===== config.mk =====
export PLATFORM = sky130hd
export DESIGN_NAME = vsld_ram
export DESIGN_NICKNAME = d
export VERILOG_FILES = /design/src/hw/rtl/vsld_ram.sv
export SDC_FILE = /design/constraint.sdc
export NUM_CORES = 2
export LEC_CHECK = 0
export ABC_AREA = 1
export BUFFER_PORTS_ARGS = -buffer_cell sky130_fd_sc_hd__buf_2
export CAP_MARGIN = 20
export CORE_MARGIN = 4
export CORE_UTILIZATION = 35
export CTS_CLUSTER_DIAMETER = 150
export DETAILED_ROUTE_END_ITERATION = 10
export HOLD_SLACK_MARGIN = 0.1
export SLEW_MARGIN = 15
export SYNTH_ARGS = -nofsm -noshare
export SYNTH_HDL_FRONTEND = slang
export SYNTH_SLANG_ARGS = --single-unit

===== constraint.sdc =====
create_clock -name clk -period 3.45 [get_ports clk]
set_input_delay 0.69 -clock clk [delete_from_list [all_inputs] [get_ports clk]]
set_output_delay 0.69 -clock clk [all_outputs]
set_load 0.05 [all_outputs]

===== src/hw/rtl/vsld_ram.sv =====
// generic single write port, single read port ram with registered read
// no dependencies
`default_nettype none

module vsld_ram #(
    parameter int WIDTH = 8,
    parameter int DEPTH = 256
) (
    input  wire logic                     clk,
    input  wire logic                     we,
    input  wire logic [$clog2(DEPTH)-1:0] waddr,
    input  wire logic [WIDTH-1:0]         wdata,
    input  wire logic [$clog2(DEPTH)-1:0] raddr,
    output logic      [WIDTH-1:0]         rdata
);

    logic [WIDTH-1:0] mem [DEPTH];

    always_ff @(posedge clk)
    begin
        if (we)
        begin
            mem[waddr] <= wdata;
        end
        rdata <= mem[raddr];
    end

endmodule

`default_nettype wire

Word level (Yosys, flattened, before mapping)
Memories as Yosys holds them, arrays and structs flattened. A register that Yosys moved wholly into a read port is not among the register bits.
Cells that the tools add are included.
{"block": "totals", "ramBits": 2048, "word_cells": 3, "input_bits": 26, "ff_bits": 0, "n_memories": 1, "out_inout_bits": 8}
{"block": "op_classes", "n_mux": 2}
{"name": "mem", "depth": 256, "width": 8, "read_ports": 1, "rd_clocked_by_memory_dff": 1, "write_ports": 1, "line_no": "17", "source": "logic [WIDTH-1:0] mem [DEPTH];"}
{"op": "1-bit 2-to-1 mux", "n": 2}

Longest topological paths before layout
{"block": "depth", "word_depth": 2, "ltp_mapped": 15, "mapped_depth_nobuf": 11}

Worst setup path before layout
OpenSTA, ideal clock, no wires.
{"block": "synth_path", "path_type": "input port to flip-flop", "from": "input port we", "to": "memory mem[162][0], enable pin", "slack_ns": 1.269, "t_arrival_ns": 1.811, "setup_ns": 0.370, "n_path_buf": 2, "required_time_ns": 3.080, "stages": 4, "path_cell_list": "clkbuf_1 nand3_1 clkbuf_1 nor2_1"}
{"block": "synth_via", "elab_chain_len": 2}
{"item": "start: declaration", "line_no": "10", "source": "input wire logic we,"}
{"item": "1-bit 2-to-1 mux", "line_no": "21", "source": "if (we)"}
{"item": "1-bit 2-to-1 mux (not written as such)", "line_no": "23", "source": "mem[waddr] <= wdata;"}
{"item": "end: declaration", "line_no": "17"}
Every way passes these cells.

Worst setup path in the final report
{"block": "layout_path", "from": "register rdata[6] (read register of mem)", "to": "output port rdata[6]"}
{"item": "start: declaration", "line_no": "14", "source": "output logic [WIDTH-1:0] rdata"}
No word-level cell between the ends.

==> impl_metrics.sql <==
INSERT INTO impl_metrics (metric_group, metric, value, unit) VALUES
('status', 'outcome', 'finished clean', ''),
('yosys', 'synth_warnings', '0', ''),
('route', 'route.met2.wl', '110000', 'um'),
('cts', 'cts_hold_buf', '0', ''),
('yosys', 'netlist.area_leader.share', '0.737', ''),
('route', 'drt-total-wl', '236000', 'um'),
('cts', 'cts.reportedPaths.clkPinSlew', '60', 'ps'),
('pwr', 'p_leak', '0.0335', 'uW'),
('pwr', 'switching_share', '0.230', ''),
('finish', 'nFillCells', '22000', ''),
('die', 'boundaryPins', '34', ''),
('pwr', 'p_switching', '12100', 'uW'),
('place', 'dp.cells', '10100', ''),
('global_route', 'grt_start_max_net_pins', '128', ''),
('pwr', 'power.ir.vdd_worst', '0.599', 'mV'),
('yosys', 'netlist_top_cells_area', 'sky130_fd_sc_hd__edfxtp_1 (74%), sky130_fd_sc_hd__nand3_1 (12%), sky130_fd_sc_hd__nand2_1 (9.6%), sky130_fd_sc_hd__buf_2 (1.6%), sky130_fd_sc_hd__nor2_1 (1.3%)', ''),
('global_route', 'global_route_wire_length_before_repair', '351000', 'um'),
('timing', 'timing_worst_slew_pin_value', '890', 'ps'),
('route', 'drc', '0', ''),
('cts', 'ctsHtreeMaxLevel', '4', ''),
('timing', 'clock_skew', '52.6', 'ps'),
('pwr', 'share_of_power_burned_in_combinational_logic', '0.063', ''),
('timing', 'timing.slew.headroom', '0.404', ''),
('route', 'avgViaCountPerCell', '5.26', ''),
('yosys', 'synth_seq_area_share', '0.739', ''),
('global_route', 'first_global_vias', '53200', ''),
('yosys', 'synthesis.instances', '7003', ''),
('critical_path', 'cp.depth', '1', ''),
('critical_path', 'cp_slowest_cell', 'sky130_fd_sc_hd__dfxtp_1', ''),
('critical_path', 'crit_path_cell_trace', 'buf_2', ''),
('place', 'post_dp_cell_area', '89500', 'um2'),
('finish', 'final_layout_size_suffix_gt1_frac', '0.104', ''),
('cts', 'clock_path_buffers', '3', ''),
('die', 'num_rows', '178', ''),
('flow_run', 'timing.max_cap.violations', '0', ''),
('route', 'route.layer.met1.wl', '99100', 'um'),
('worst_hold_path', 'min_path_type', 'primary input to register', ''),
('yosys', 'yosysTopAreaCell', 'sky130_fd_sc_hd__edfxtp_1', ''),
('finish', 'final_design_utilization', '0.407', ''),
('yosys', 'ys_ff_latch', '2056', ''),
('yosys', 'synth.net_count', '7029', ''),
('timing', 'clock.fmax', '374', 'MHz'),
('timing', 'post-route-min-period', '2680', 'ps'),
('place', 'dpl.hpwl', '137000', 'um'),
('finish', 'area_growth', '15.2', '%'),
('route', 'initialDrtViolationCount', '6567', ''),
('route', 'num_vias', '55500', ''),
('critical_path', 'timing.critical_path.required', '2760', 'ps'),
('critical_path', 'worstSetupPathType', 'register to output pin', ''),
('cts', 'clock_sink_count', '2056', ''),
('timing', 'hold_viol', '0', ''),
('finish', 'design_area', '96100', 'um2'),
('critical_path', 'worst-path-max-fanout', '6', ''),
('global_route', 'initial_antenna_violation_count', '20', ''),
('critical_path', 'worst_case_reg_to_reg_path_depth', '10', ''),
('cts', 'cts_resized', '0', ''),
('pwr', 'power.sequential.fraction', '0.523', ''),
('cts', 'clk-insertion-delay-late', '860', 'ps'),
('global_route', 'grt.total_usage', '0.188', ''),
('route', 'detail_route.first_pass.iterations', '8', ''),
('worst_hold_path', 'worst_hold_path.num_cells', '1', ''),
('timing', 'grt_setup_unrepaired', 'no', ''),
('critical_path', 'timing.critical_path.max_delay_family', 'flip-flops', ''),
('route', 'wl_per_cell', '22.4', 'um'),
('timing', 'period_share', '0.776', ''),
('die', 'floorplan.die_area', '246000', 'um2'),
('cts', 'clock_tree_from_tritoncts', 'built', ''),
('finish', 'top_library_cells_by_usage_in_the_layout_fill_and_taps_aside', 'sky130_fd_sc_hd__nand2_1 (2117), sky130_fd_sc_hd__edfxtp_1 (2048), sky130_fd_sc_hd__nand3_1 (2019)', ''),
('critical_path', 'critPathLaunchType', 'register', ''),
('pwr', 'power_density', '549', 'nW/um2'),
('die', 'die_width', '496', 'um');
power groups by stage:
| stage | Sequential (uW) | Clock, uW | Combinational (uW) |
|---|---|---|---|
| 4_1_cts | 27600 | 22200 | 3290 |
| 3_3_place_gp | 28100 | 0 | 3250 |
| 3_5_place_dp | 28100 | 0 | 3280 |
| 6_report | 27600 | 21900 | 3300 |
| 5_1_grt | 27600 | 23300 | 3560 |
| 2_1_floorplan | 28100 | 0 | 1700 |
registers in the layout (all words and copies together) (netlist names):
| signal | count |
|---|---|
| mem | 2048 |
| rdata | 8 |
logic make-up (layout without fill, tap and decap cells):
group,count (synthesis),after routing,share of synthesized area
AND/OR/NAND/NOR,4425,4425,0.229
flip-flops,2056,2056,0.739
buffers and inverters,522,890,0.0312
other,0,23,0
layout make-up:
class                   count  area [um2]  share of cell area
inverters                  39         180             0.00187
multi-input cells        4425       19200               0.199
clock buffers             254        5350              0.0556
flip-flops and latches   2056       61700               0.642
diodes                     23        57.6            0.000599
well taps                3150        3940              0.0410
clock inverters           125        1240              0.0129
repair buffers            472        4540              0.0472
cells in the mapped netlist:
| library cell | number |
|---|---|
| sky130_fd_sc_hd__inv_2 | 2 |
| sky130_fd_sc_hd__clkbuf_1 | 112 |
| sky130_fd_sc_hd__edfxtp_1 | 2048 |
| sky130_fd_sc_hd__nor2_1 | 283 |
| sky130_fd_sc_hd__dfxtp_1 | 8 |
| sky130_fd_sc_hd__inv_4 | 1 |
| sky130_fd_sc_hd__inv_1 | 36 |
| sky130_fd_sc_hd__buf_4 | 46 |
| sky130_fd_sc_hd__nand3_1 | 2019 |
| sky130_fd_sc_hd__buf_6 | 16 |
| sky130_fd_sc_hd__buf_2 | 268 |
| sky130_fd_sc_hd__buf_8 | 1 |
| sky130_fd_sc_hd__nand2_1 | 2123 |
| sky130_fd_sc_hd__buf_1 | 40 |
through the flow:
step	total power, uW	setup WS [ps]	hold WS (ps)
after floorplan	29800	1270	789
after global placement	31400	121	965
after detailed placement	31400	110	968
after CTS	53100	690	209
after global routing	54400	742	229
final	52800	774	267
path summary, 6_finish.rpt:
check,from,to,slack [ps]
setup / recovery,rdata[6]$_DFF_P_,rdata[6],770
hold reg to reg,mem[220][0]$_DFFE_PP_,rdata[0]$_DFF_P_,990
setup reg to reg,mem[191][3]$_DFFE_PP_,rdata[3]$_DFF_P_,1550
hold / removal,wdata[4],mem[123][4]$_DFFE_PP_,270
metal layers:
metal,up-vias,track usage
li1,25300,-
met1,27400,0.264
met2,2445,0.294
met3,425,0.0290
met4,2,0.0769
met5,-,0
(Power assumes the default switching activity.)
